### src/rtl/core/rstg_pkg.sv
// Shared types and constants of the rectified sine tone generator.
// Used by rstg_core and rectified_sine_tone_generator; depends on nothing.

package rstg_pkg;

	localparam int PHASE_BITS_DEF     = 32;
	localparam int AMPLITUDE_BITS_DEF = 31;

	localparam int STEP_W   = 32;
	localparam int COUNT_W  = 24;
	localparam int SAMPLE_W = 31;
	localparam int CFG_IDX_W  = 2;
	localparam int CFG_DATA_W = 32;

	// Configuration register indexes.
	localparam logic [CFG_IDX_W-1:0] REG_PHASE_STEP     = 2'd0;
	localparam logic [CFG_IDX_W-1:0] REG_SAMPLE_COUNT   = 2'd1;
	localparam logic [CFG_IDX_W-1:0] REG_AMPLITUDE_MASK = 2'd2;

	localparam logic [STEP_W-1:0]   PHASE_STEP_RST     = 32'd42852281;
	localparam logic [COUNT_W-1:0]  SAMPLE_COUNT_RST   = 24'd44100;
	localparam logic [SAMPLE_W-1:0] AMPLITUDE_MASK_RST = 31'h7FFF_FFFF;

	// Quarter-turn fold point and the angle scale pi * 2^30.
	localparam logic [30:0] QUARTER_TURN = 31'h4000_0000;
	localparam logic [31:0] PI_Q30       = 32'd3373259426;
	localparam logic [31:0] ONE_Q31      = 32'h8000_0000;

	// Horner divisors of the sine series and floor(2^34 / divisor).
	localparam int HORNER_TERMS = 8;
	localparam logic [2:0] LAST_TERM = 3'd7;
	localparam logic [8:0] HORNER_DIV [HORNER_TERMS] = '{
		9'd272, 9'd210, 9'd156, 9'd110, 9'd72, 9'd42, 9'd20, 9'd6
	};
	localparam logic [31:0] HORNER_RECIP [HORNER_TERMS] = '{
		32'd63161283, 32'd81808900, 32'd110127366, 32'd156180628,
		32'd238609294, 32'd409044504, 32'd858993459, 32'd2863311530
	};

	typedef struct packed {
		logic go;
		logic out_free;
	} rstg_ctl_t;

	typedef struct packed {
		logic idle;
		logic done;
	} rstg_stat_t;

endpackage

### src/rtl/core/rstg_core.sv
// Microcoded sine magnitude unit: one shared 33x32 multiplier driven by a
// read-only control program with a step counter. Depends on rstg_pkg.

module rstg_core #(
	parameter int AMPLITUDE_BITS = rstg_pkg::AMPLITUDE_BITS_DEF
) (
	input  logic                  clk,
	input  logic                  arst_n,
	input  rstg_pkg::rstg_ctl_t   ctl,
	input  logic [30:0]           x,
	output rstg_pkg::rstg_stat_t  stat,
	output logic [rstg_pkg::SAMPLE_W-1:0] mag
);

	typedef enum logic [2:0] {
		A_ZERO, A_X, A_RVIEW, A_R2, A_QVIEW, A_EST, A_R, A_S
	} asel_t;

	typedef enum logic [2:0] {
		B_ZERO, B_PI, B_RVIEW, B_T, B_RECIP, B_K, B_FULL
	} bsel_t;

	typedef enum logic [3:0] {
		OP_NONE, OP_WAIT_IN, OP_WR_R, OP_INIT, OP_WR_Q, OP_WR_EST, OP_UPD_T,
		OP_WR_S, OP_OUT
	} op_t;

	typedef enum logic [1:0] {
		SQ_NEXT, SQ_LOOP, SQ_RET
	} seq_t;

	typedef struct packed {
		asel_t      a;
		bsel_t      b;
		logic       mul_en;
		op_t        op;
		seq_t       seq;
		logic [3:0] target;
	} uword_t;

	localparam logic [3:0] STEP_LOOP = 4'd4;
	localparam logic [31:0] FULL = 32'((64'd1 << AMPLITUDE_BITS) - 64'd1);

	function automatic uword_t ucode(input logic [3:0] pc);
		uword_t w;
		w.a      = A_ZERO;
		w.b      = B_ZERO;
		w.mul_en = 1'b0;
		w.op     = OP_NONE;
		w.seq    = SQ_NEXT;
		w.target = STEP_LOOP;
		unique case (pc)
			4'd0: begin
				w.op = OP_WAIT_IN;
			end
			4'd1: begin
				w.a = A_X; w.b = B_PI; w.mul_en = 1'b1;
			end
			4'd2: begin
				w.a = A_RVIEW; w.b = B_RVIEW; w.mul_en = 1'b1; w.op = OP_WR_R;
			end
			4'd3: begin
				w.op = OP_INIT;
			end
			4'd4: begin
				w.a = A_R2; w.b = B_T; w.mul_en = 1'b1;
			end
			4'd5: begin
				w.a = A_QVIEW; w.b = B_RECIP; w.mul_en = 1'b1; w.op = OP_WR_Q;
			end
			4'd6: begin
				w.a = A_EST; w.b = B_K; w.mul_en = 1'b1; w.op = OP_WR_EST;
			end
			4'd7: begin
				w.op = OP_UPD_T; w.seq = SQ_LOOP;
			end
			4'd8: begin
				w.a = A_R; w.b = B_T; w.mul_en = 1'b1;
			end
			4'd9: begin
				w.op = OP_WR_S;
			end
			4'd10: begin
				w.a = A_S; w.b = B_FULL; w.mul_en = 1'b1;
			end
			4'd11: begin
				w.op = OP_OUT; w.seq = SQ_RET;
			end
			default: begin
				w.seq = SQ_RET;
			end
		endcase
		return w;
	endfunction

	logic [3:0]  upc_q;
	logic [2:0]  k_q;
	logic [30:0] x_q;
	logic [31:0] r_q;
	logic [32:0] r2_q;
	logic [31:0] t_q;
	logic [32:0] q_q;
	logic [30:0] est_q;
	logic [64:0] prod_q;

	uword_t      uw;
	logic        hold;
	logic [31:0] rview;
	logic [32:0] qview;
	logic [30:0] estview;
	logic [31:0] sview;
	logic [32:0] op_a;
	logic [31:0] op_b;
	logic [32:0] rem;
	logic        corr;
	logic [31:0] est_fix;
	logic [31:0] t_new;

	assign uw      = ucode(upc_q);
	assign rview   = prod_q[61:30];
	assign qview   = prod_q[63:31];
	assign estview = prod_q[64:34];
	assign sview   = (qview > {1'b0, rstg_pkg::ONE_Q31}) ? rstg_pkg::ONE_Q31 : qview[31:0];

	assign rem     = q_q - prod_q[32:0];
	assign corr    = (rem >= {24'd0, rstg_pkg::HORNER_DIV[k_q]});
	assign est_fix = {1'b0, est_q} + {31'd0, corr};
	assign t_new   = rstg_pkg::ONE_Q31 - est_fix;

	assign hold = ((uw.op == OP_WAIT_IN) && !ctl.go) || ((uw.op == OP_OUT) && !ctl.out_free);

	always_comb begin
		case (uw.a)
			A_X:     op_a = {2'd0, x_q};
			A_RVIEW: op_a = {1'b0, rview};
			A_R2:    op_a = r2_q;
			A_QVIEW: op_a = qview;
			A_EST:   op_a = {2'd0, estview};
			A_R:     op_a = {1'b0, r_q};
			A_S:     op_a = q_q;
			default: op_a = '0;
		endcase
		case (uw.b)
			B_PI:    op_b = rstg_pkg::PI_Q30;
			B_RVIEW: op_b = rview;
			B_T:     op_b = t_q;
			B_RECIP: op_b = rstg_pkg::HORNER_RECIP[k_q];
			B_K:     op_b = {23'd0, rstg_pkg::HORNER_DIV[k_q]};
			B_FULL:  op_b = FULL;
			default: op_b = '0;
		endcase
	end

	always_ff @(posedge clk or negedge arst_n) begin
		if (!arst_n) begin
			upc_q <= '0;
			k_q   <= '0;
		end else begin
			if (!hold) begin
				unique case (uw.seq)
					SQ_NEXT: upc_q <= upc_q + 4'd1;
					SQ_LOOP: upc_q <= (k_q != rstg_pkg::LAST_TERM) ? uw.target : upc_q + 4'd1;
					SQ_RET:  upc_q <= '0;
					default: upc_q <= '0;
				endcase
			end
			if (uw.op == OP_INIT) begin
				k_q <= '0;
			end else if (uw.op == OP_UPD_T) begin
				k_q <= k_q + 3'd1;
			end
		end
	end

	always_ff @(posedge clk) begin
		if (uw.mul_en) begin
			prod_q <= 65'(op_a) * 65'(op_b);
		end
		case (uw.op)
			OP_WAIT_IN: begin
				if (ctl.go) begin
					x_q <= x;
				end
			end
			OP_WR_R:   r_q <= rview;
			OP_INIT: begin
				r2_q <= qview;
				t_q  <= rstg_pkg::ONE_Q31;
			end
			OP_WR_Q:   q_q <= qview;
			OP_WR_EST: est_q <= estview;
			OP_UPD_T:  t_q <= t_new;
			OP_WR_S:   q_q <= {1'b0, sview};
			default: ;
		endcase
	end

	assign mag       = rstg_pkg::SAMPLE_W'(prod_q[AMPLITUDE_BITS+30:31]);
	assign stat.idle = (uw.op == OP_WAIT_IN);
	assign stat.done = (uw.op == OP_OUT) && ctl.out_free;

endmodule

### src/rtl/core/rectified_sine_tone_generator.sv
// Top level of the rectified sine tone generator: configuration registers,
// phase accumulator, sample counter and output register. Uses rstg_core, rstg_pkg.
//
//   channel   direction  handshake             payload
//   cfg       in         cfg_wr_en             cfg_index, cfg_wr_data
//   in        in         in_valid / in_ready   start_req
//   out       out        out_valid / out_ready sample, last_sample
//
// Per tick the shared multiplier in rstg_core runs a 12-step program whose
// Horner loop repeats 4 steps for 8 series terms. The result is registered
// at the last step, which stalls while the output holds an untaken sample; the
// next input is taken in the following cycle, even while that result waits.
// Reset clears the phase, the sample index and the program counter.

module rectified_sine_tone_generator #(
	parameter int PHASE_BITS     = rstg_pkg::PHASE_BITS_DEF,
	parameter int AMPLITUDE_BITS = rstg_pkg::AMPLITUDE_BITS_DEF
) (
	input  logic                               clk,
	input  logic                               arst_n,
	input  logic                               cfg_wr_en,
	input  logic [rstg_pkg::CFG_IDX_W-1:0]     cfg_index,
	input  logic [rstg_pkg::CFG_DATA_W-1:0]    cfg_wr_data,
	input  logic                               in_valid,
	output logic                               in_ready,
	input  logic                               start_req,
	output logic                               out_valid,
	input  logic                               out_ready,
	output logic [rstg_pkg::SAMPLE_W-1:0]      sample,
	output logic                               last_sample
);

	logic [rstg_pkg::STEP_W-1:0]   phase_step_q;
	logic [rstg_pkg::COUNT_W-1:0]  sample_count_q;
	logic [rstg_pkg::SAMPLE_W-1:0] amplitude_mask_q;
	logic [PHASE_BITS-1:0]         acc_q;
	logic [rstg_pkg::COUNT_W-1:0]  idx_q;
	logic                          last_pend_q;
	logic                          out_valid_q;
	logic [rstg_pkg::SAMPLE_W-1:0] sample_q;
	logic                          last_q;

	logic [PHASE_BITS-1:0]         ph_cur;
	logic [PHASE_BITS+31:0]        ph_ext;
	logic [PHASE_BITS+31:0]        st_ext;
	logic [PHASE_BITS-1:0]         step_scaled;
	logic [31:0]                   p;
	logic [30:0]                   h;
	logic [30:0]                   x;
	logic [rstg_pkg::COUNT_W-1:0]  idx_cur;
	logic                          is_last;
	logic                          in_xfer;
	rstg_pkg::rstg_ctl_t           ctl;
	rstg_pkg::rstg_stat_t          stat;
	logic [rstg_pkg::SAMPLE_W-1:0] mag;

	assign in_ready = stat.idle;
	assign in_xfer  = in_valid && in_ready;

	assign ph_cur      = start_req ? '0 : acc_q;
	assign ph_ext      = {ph_cur, 32'd0};
	assign p           = ph_ext[PHASE_BITS+31:PHASE_BITS];
	assign st_ext      = {phase_step_q, {PHASE_BITS{1'b0}}};
	assign step_scaled = st_ext[PHASE_BITS+31:32];
	assign h           = p[30:0];
	assign x           = (h <= rstg_pkg::QUARTER_TURN) ? h : (~h + 31'd1);

	assign idx_cur = start_req ? '0 : idx_q;
	assign is_last = (idx_cur == (sample_count_q - 24'd1));

	assign ctl.go       = in_xfer;
	assign ctl.out_free = !out_valid_q || out_ready;

	rstg_core #(
		.AMPLITUDE_BITS(AMPLITUDE_BITS)
	) u_core (
		.clk   (clk),
		.arst_n(arst_n),
		.ctl   (ctl),
		.x     (x),
		.stat  (stat),
		.mag   (mag)
	);

	always_ff @(posedge clk or negedge arst_n) begin
		if (!arst_n) begin
			phase_step_q     <= rstg_pkg::PHASE_STEP_RST;
			sample_count_q   <= rstg_pkg::SAMPLE_COUNT_RST;
			amplitude_mask_q <= rstg_pkg::AMPLITUDE_MASK_RST;
			acc_q            <= '0;
			idx_q            <= '0;
			out_valid_q      <= 1'b0;
		end else begin
			if (cfg_wr_en) begin
				unique case (cfg_index)
					rstg_pkg::REG_PHASE_STEP:     phase_step_q <= cfg_wr_data;
					rstg_pkg::REG_SAMPLE_COUNT:   sample_count_q <= cfg_wr_data[23:0];
					rstg_pkg::REG_AMPLITUDE_MASK: amplitude_mask_q <= cfg_wr_data[30:0];
					default: ;
				endcase
			end
			if (in_xfer) begin
				acc_q <= ph_cur + step_scaled;
				idx_q <= is_last ? '0 : idx_cur + 24'd1;
			end
			if (stat.done) begin
				out_valid_q <= 1'b1;
			end else if (out_ready) begin
				out_valid_q <= 1'b0;
			end
		end
	end

	always_ff @(posedge clk) begin
		if (in_xfer) begin
			last_pend_q <= is_last;
		end
		if (stat.done) begin
			sample_q <= mag & amplitude_mask_q;
			last_q   <= last_pend_q;
		end
	end

	assign out_valid   = out_valid_q;
	assign sample      = sample_q;
	assign last_sample = last_q;

endmodule
### config.mk
export PLATFORM = sky130hd
export DESIGN_NAME = rectified_sine_tone_generator
export DESIGN_NICKNAME = d
export VERILOG_FILES = /design/src/rtl/core/rstg_pkg.sv /design/src/rtl/core/rstg_core.sv /design/src/rtl/core/rectified_sine_tone_generator.sv
export SDC_FILE = /design/constraint.sdc
export NUM_CORES = 2
export LEC_CHECK = 0
export BUFFER_PORTS_ARGS = -buffer_cell sky130_fd_sc_hd__buf_4
export CAP_MARGIN = 20
export CORE_AREA = 3 3 397 399
export DETAILED_ROUTE_END_ITERATION = 7
export DIE_AREA = 0 0 400 402
export MAX_ROUTING_LAYER = met4
export PLACE_DENSITY = 0.63
export SKIP_CTS_REPAIR_TIMING = 1
export SLEW_MARGIN = 10
export SYNTH_ARGS = -nofsm -noshare
export SYNTH_HDL_FRONTEND = slang
export SYNTH_SLANG_ARGS = --single-unit
### constraint.sdc
create_clock -name clk -period 14.83 [get_ports clk]
set_input_delay 0.7415 -clock clk [delete_from_list [all_inputs] [get_ports clk]]
set_output_delay 0.7415 -clock clk [all_outputs]
set_load 0.02 [all_outputs]
# Word-level counts from Yosys, hierarchy flattened
# Memory sizes are Yosys's and may differ from the RTL's.
# Cells that the tools add are included.
[classes]
eq_ne = 37
n_lt_le_gt_ge = 4
mul = 1
reduce_logical = 20
muxes = 22
bitwise_logic = 3
add_sub_neg = 9
[ops]
columns = ["operator", "n"]
rows = [
  ["one-hot mux 33 bit (7 select lines)", 1],
  ["one-hot mux 32 bit (6 select lines)", 1],
  ["two-way mux 32 bit", 4],
  ["one-hot mux 33 bit (2 select lines)", 1],
  ["multiplier 33 x 32 -> 65 bit", 1],
  ["one-hot mux 32 bit (2 select lines)", 1],
  ["one-hot mux 7 bit (7 select lines)", 1],
  ["two-way mux 24 bit", 2],
  [">= comparator 33 x 9 -> 1 bit", 1],
  ["> comparator 33 x 32 -> 1 bit (second input constant)", 1],
  ["subtractor 33 bit", 1],
  ["adder 31 x 1 -> 32 bit", 1],
  ["adder 32 bit", 1],
  ["equality test 4 x 3 -> 1 bit (second input constant)", 8],
  ["one-hot mux 4 bit (8 select lines)", 1],
  ["subtractor 32 bit (first input constant)", 1],
  ["adder 31 x 1 -> 31 bit (second input constant)", 1],
  ["bitwise AND 31 bit", 1],
  ["<= comparator 31 bit (second input constant)", 1],
  ["two-way mux 31 bit", 1],
  ["NOT 31 bit", 1],
  ["adder 24 x 1 -> 24 bit (second input constant)", 1],
  ["equality test 24 bit", 1],
  ["subtractor 24 x 1 -> 24 bit (second input constant)", 1],
  ["other kinds (27)", 61],
]
[word_totals]
n_memories = 2
elab_cells = 116
romBits = 328
reg_bits = 441
[memory_table]
columns = ["memory", "words", "width", "read_ports", "rd_clocked_by_memory_dff", "write_ports", "line_no", "text"]
rows = [
  ["(no name shown)", 8, 32, 1, 0, 0, "rstg_core.sv:147", "B_RECIP: op_b = rstg_pkg::HORNER_RECIP[k_q];"],
  ["(no name shown)", 8, 9, 1, 0, 0, "rstg_core.sv:148", "B_K: op_b = {23'd0, rstg_pkg::HORNER_DIV[k_q]};"],
]

# Depth between registers and ports, before layout
[depth]
word_depth = 8
ltp_mapped = 42
depth_no_buf = 37

# Cells and area by module
# From an unflattened synthesis, not the netlist that was laid out.
[hier_totals]
cells_unflattened = 6301
area_unflattened_um2 = 58757.6
[by_module_without_submodules]
columns = ["mod", "area_each_um2", "instances", "cells_each"]
rows = [
  ["rstg_core", 48230.0, 1, 5235],
  ["rectified_sine_tone_generator", 10527.6, 1, 1066],
]

# Worst setup path after synthesis
# OpenSTA, ideal clock, no wires.
[synth_path]
path_kind = "register to register"
startpoint = "register u_core.upc_q[0]"
endpoint = "register u_core.prod_q[58] (data pin)"
path_stages_with_launch = 35
synth_period_minus_slack_ns = 13.595
setup_time_ns = 0.264
required_time_ns = 14.566
arrival_ns = 13.331
path_slack_ns = 1.235
n_path_buf = 4
path_cell_list = "dfrtp_1 > inv_1 > ha_1 > clkbuf_1 > nor2_1 > o21ai_0 > a21boi_0 > and2_1 > clkbuf_1 > clkbuf_1 > nand2_1 > fa_1 > inv_1 > fa_1 > fa_1 > fa_1 > fa_1 > fa_1 > fa_1 > inv_1 > fa_1 > inv_1 > ha_1 > clkbuf_1 > a21oi_1 > o21bai_1 > a21oi_1 > o21ai_0 > o311ai_1 > o21ai_1 > o31ai_1 > a21oi_1 > a21o_1 > a21oi_1 > xnor2_1"
[synth_via]
elab_chain_cells = 5
word_cells_on_any_way = 24
classes_between = "mul (1); eq/ne (20); mux (3)"
[synth_rtl]
columns = ["element", "line_no", "text"]
rows = [
  ["from (decl)", "rstg_core.sv:96", "logic [3:0] upc_q;"],
  ["from (signal assigned)", "rstg_core.sv:161", "SQ_NEXT: upc_q <= upc_q + 4'd1;"],
  ["from (signal assigned)", "rstg_core.sv:162", "SQ_LOOP: upc_q <= (k_q != rstg_pkg::LAST_TERM) ? uw.target : upc_q + 4'd1;"],
  ["equality test 4 bit (tied with other cells)", "rstg_core.sv:52", "unique case (pc)"],
  ["one-hot mux 7 bit (7 select lines) *", "rstg_core.sv:52", ""],
  ["equality test 3 bit (tied with other cells)", "rstg_core.sv:133", "case (uw.a)"],
  ["one-hot mux 33 bit (7 select lines) or one-hot mux 32 bit (6 select lines) (tied branches)", "rstg_core.sv:133, rstg_core.sv:143", ""],
  ["multiplier 33 x 32 -> 65 bit *", "rstg_core.sv:177", "prod_q <= 65'(op_a) * 65'(op_b);"],
  ["to (signal assigned)", "rstg_core.sv:177", ""],
  ["to (decl)", "rstg_core.sv:104", "logic [64:0] prod_q;"],
]
# Mark *: on every way between the ends. The rest lies on a longest branch, timed or not.
# A chain may end at the register's enable or synchronous reset.

# Worst setup path in the final report
[layout_path]
startpoint = "register u_core.upc_q[2]"
endpoint = "register u_core.prod_q[61] (data pin)"
# Same word-level chain as after synthesis.

==> flow_summary.ini <==
[run_status]
outcome = finished clean

[timing]
tightest_slew_ns = 1.22
max_slew_margin = 0.185
fmax_mhz = 80.0
setup_tns_ns = 0
finalMaxSlewViolations = 0
finalCritPeriodShare = 0.843
skew_ns = 0.0373
hold_viol = 0
rsz0062_at_grt = false
fin_crit_ns = 12.50
setup_viol = 0

[logic_synthesis]
synth.distinct_cells = 95
syn_area_per_cell_um2 = 9.29
synth_cells = 6290
synth-seq-area-share = 0.214
synth-async-reset-ratio = 0.339
yosysWarnings = 0
synthXorXnorAreaFrac = 0.0274
synth_flop_cell = edfxtp_1
synth-seq-cells = 439
syn_nets = 7642
synth_mux_area_frac = 0.0183
synth-simple-area-share = 0.154
syn_area_um2 = 58400
synth_fa_ha_area_frac = 0.400
synth_top_family_by_area = adder cells
synth-compound-area-share = 0.0953
synth_edf_count = 290

[clock_network]
ctsLongestPathBuffers = 3
cts_inserted_buffers = 49
cts_root_buf = clkbuf_16
clkTransAtPathRegs_ns = 0.06
clock-sinks = 439
htreeDepth = 2
insertion_delay_ns = 0.62
cts_tree = built

[floorplanning]
coreArea_um2 = 154000
rows = 144
die_y_um = 402
die-width_um = 400
ios = 74
initial_utilization = 0.379
die_area_um2 = 161000

[setup_path]
worstPathArrival_ns = 12.85
crit_slowest_cell = nand4_1
r2r_slack_ns = 2.33
required_ns = 15.18
critPathMaxStageDelay_ns = 1.13
worstSetupPathType = flip-flop to flip-flop
start_kind = flip-flop
cpMostUsedCell = fa_1
end_kind = flip-flop
cp_max_fo = 21

[grt]
grt.overflow.total = 0
first_global_vias = 46800
grt_usage = 0.235
grt_pass1_wl_mm = 282
antenna_found_initial = 4
grt_max_degree = 84

[detailed_routing]
vias_per_cell = 5.45
dr.pass1.iters = 6
drc = 0
drt-total-wl_mm = 183
ant_nets = 0
vias = 45300
first_iter_violations = 3795
wl_per_cell_um = 22.0

[layout]
final_cell_mix = inv_1, fa_1, nand2_1, nor2_1, ha_1
syn_to_final_growth_pct = 8.21
fill_cells = 15200
finalNonFillerCells = 8305
drive_gt1_frac = 0.0805
layout_commonest_cell = inv_1
fin_nets = 7572

[place]
placed_cells = 8210
io_buffers = 72
place_congestion = 1.01
dpl.hpwl_mm = 140

[hold_path]
hold_path_class = primary input to asynchronous set/reset pin

[flow_run]
cap_violations = 0
final timing paths:
check / startpoint / depth (start not counted) / end
min in group clk: out_ready / 2 / out_valid
worst max register to register: u_core.upc_q[2] / 30 / u_core.prod_q[61]
max in group asynchronous: arst_n / 2 / out_valid
worst max-delay path: u_core.upc_q[2] / 30 / u_core.prod_q[61]
worst min-delay path: arst_n / 1 / sample_count_q[20]
worst min register to register: last_pend_q / 0 / last_sample
registers in the layout (all words and copies together), names as in the netlist:
signal,cells
acc_q,31
u_core.est_q,31
u_core.q_q,33
last_pend_q,1
u_core.k_q,3
u_core.r_q,32
u_core.t_q,32
sample,31
sample_count_q,24
u_core.r2_q,33
u_core.prod_q,65
idx_q,24
amplitude_mask_q,31
u_core.upc_q,4
phase_step_q,31
last_sample,1
out_valid,1
u_core.x_q,31
cells in the mapped netlist, drive strengths merged (10+ instances only):
library cell | count | area share
a221o | 36 | 0.0062
or3 | 13 | 0.0014
nor2b | 102 | 0.011
xnor2 | 109 | 0.016
xor2 | 71 | 0.011
nor4 | 30 | 0.0036
o21bai | 39 | 0.0050
dfstp | 54 | 0.024
buf | 30 | 0.0027
nand4 | 58 | 0.0062
and3 | 38 | 0.0041
o211ai | 15 | 0.0019
o31ai | 26 | 0.0035
inv | 1067 | 0.069
o21ai | 194 | 0.017
o21a | 22 | 0.0028
dfrtp | 95 | 0.041
mux2i | 10 | 0.0017
a21oi | 186 | 0.016
edfxtp | 290 | 0.15
a21o | 83 | 0.011
nand2b | 46 | 0.0049
a2111oi | 10 | 0.0016
a211oi | 23 | 0.0030
nor2 | 651 | 0.042
and2 | 84 | 0.0090
a31oi | 25 | 0.0027
o22ai | 14 | 0.0016
o31a | 11 | 0.0016
a22oi | 26 | 0.0033
fa | 928 | 0.32
a221oi | 40 | 0.0060
a222oi | 11 | 0.0019
mux2 | 86 | 0.017
nand3 | 77 | 0.0066
nand2 | 841 | 0.054
ha | 384 | 0.082
clkbuf | 302 | 0.019
nor3 | 40 | 0.0034
worst max-delay path: cells and delay by family, from the launching register on:
kind	cells	cell delay [ns]
AO/OA/AOI/OAI	9	3.31
flip-flops	1	0.73
XOR/XNOR	1	0.11
adder cells (fa/ha/maj)	9	4.47
buffers and inverters	4	0.67
AND/OR/NAND/NOR	7	2.93
layer usage:
layer,GRT usage,routed length [µm],vias to the layer above
met3,0.0401,16300,378
met2,0.367,83700,1940
met5,-,0,-
li1,-,-,20000
met1,0.310,74900,23000
met4,0.0816,7910,0
layout make-up:
type                            count  area, µm²  share of cell area
Multi-Input combinational cell   4452      40900               0.648
Sequential cell                   439      12500               0.198
Timing Repair Buffer              211       1620              0.0256
Clock buffer                       66       1300              0.0206
Clock inverter                     23        265             0.00420
Tap cell                         2044       2560              0.0405
Antenna cell                        3       7.51            0.000119
Inverter                         1067       4010              0.0634
kinds of logic (layout without fill, tap and decap cells):
family          after synthesis  in the layout
buf+inv                    1399           1367
mux                          96             96
simple gates               2034           2034
xor+xnor                    181            181
compound gates              829            829
fa+ha+maj                  1312           1312
other cells                   0              3
flops                       439            439
per-stage QoR:
stage | instance area [µm²] | utilization | hold WS, ns | worst slack (ns)
final | 63200 | 0.410 | 0.163 | 2.33
after CTS | 63200 | 0.409 | 0.169 | 2.68
after detailed placement | 61600 | 0.399 | 0.417 | 2.63
after global placement | 61600 | 0.399 | 0.410 | 2.72
after global routing | 63200 | 0.410 | 0.199 | 2.06
after floorplan | 58400 | - | 0.400 | 1.23
Power is not shown: default switching activity piles up to over one toggle a cycle in this logic, so the estimate is an artifact.
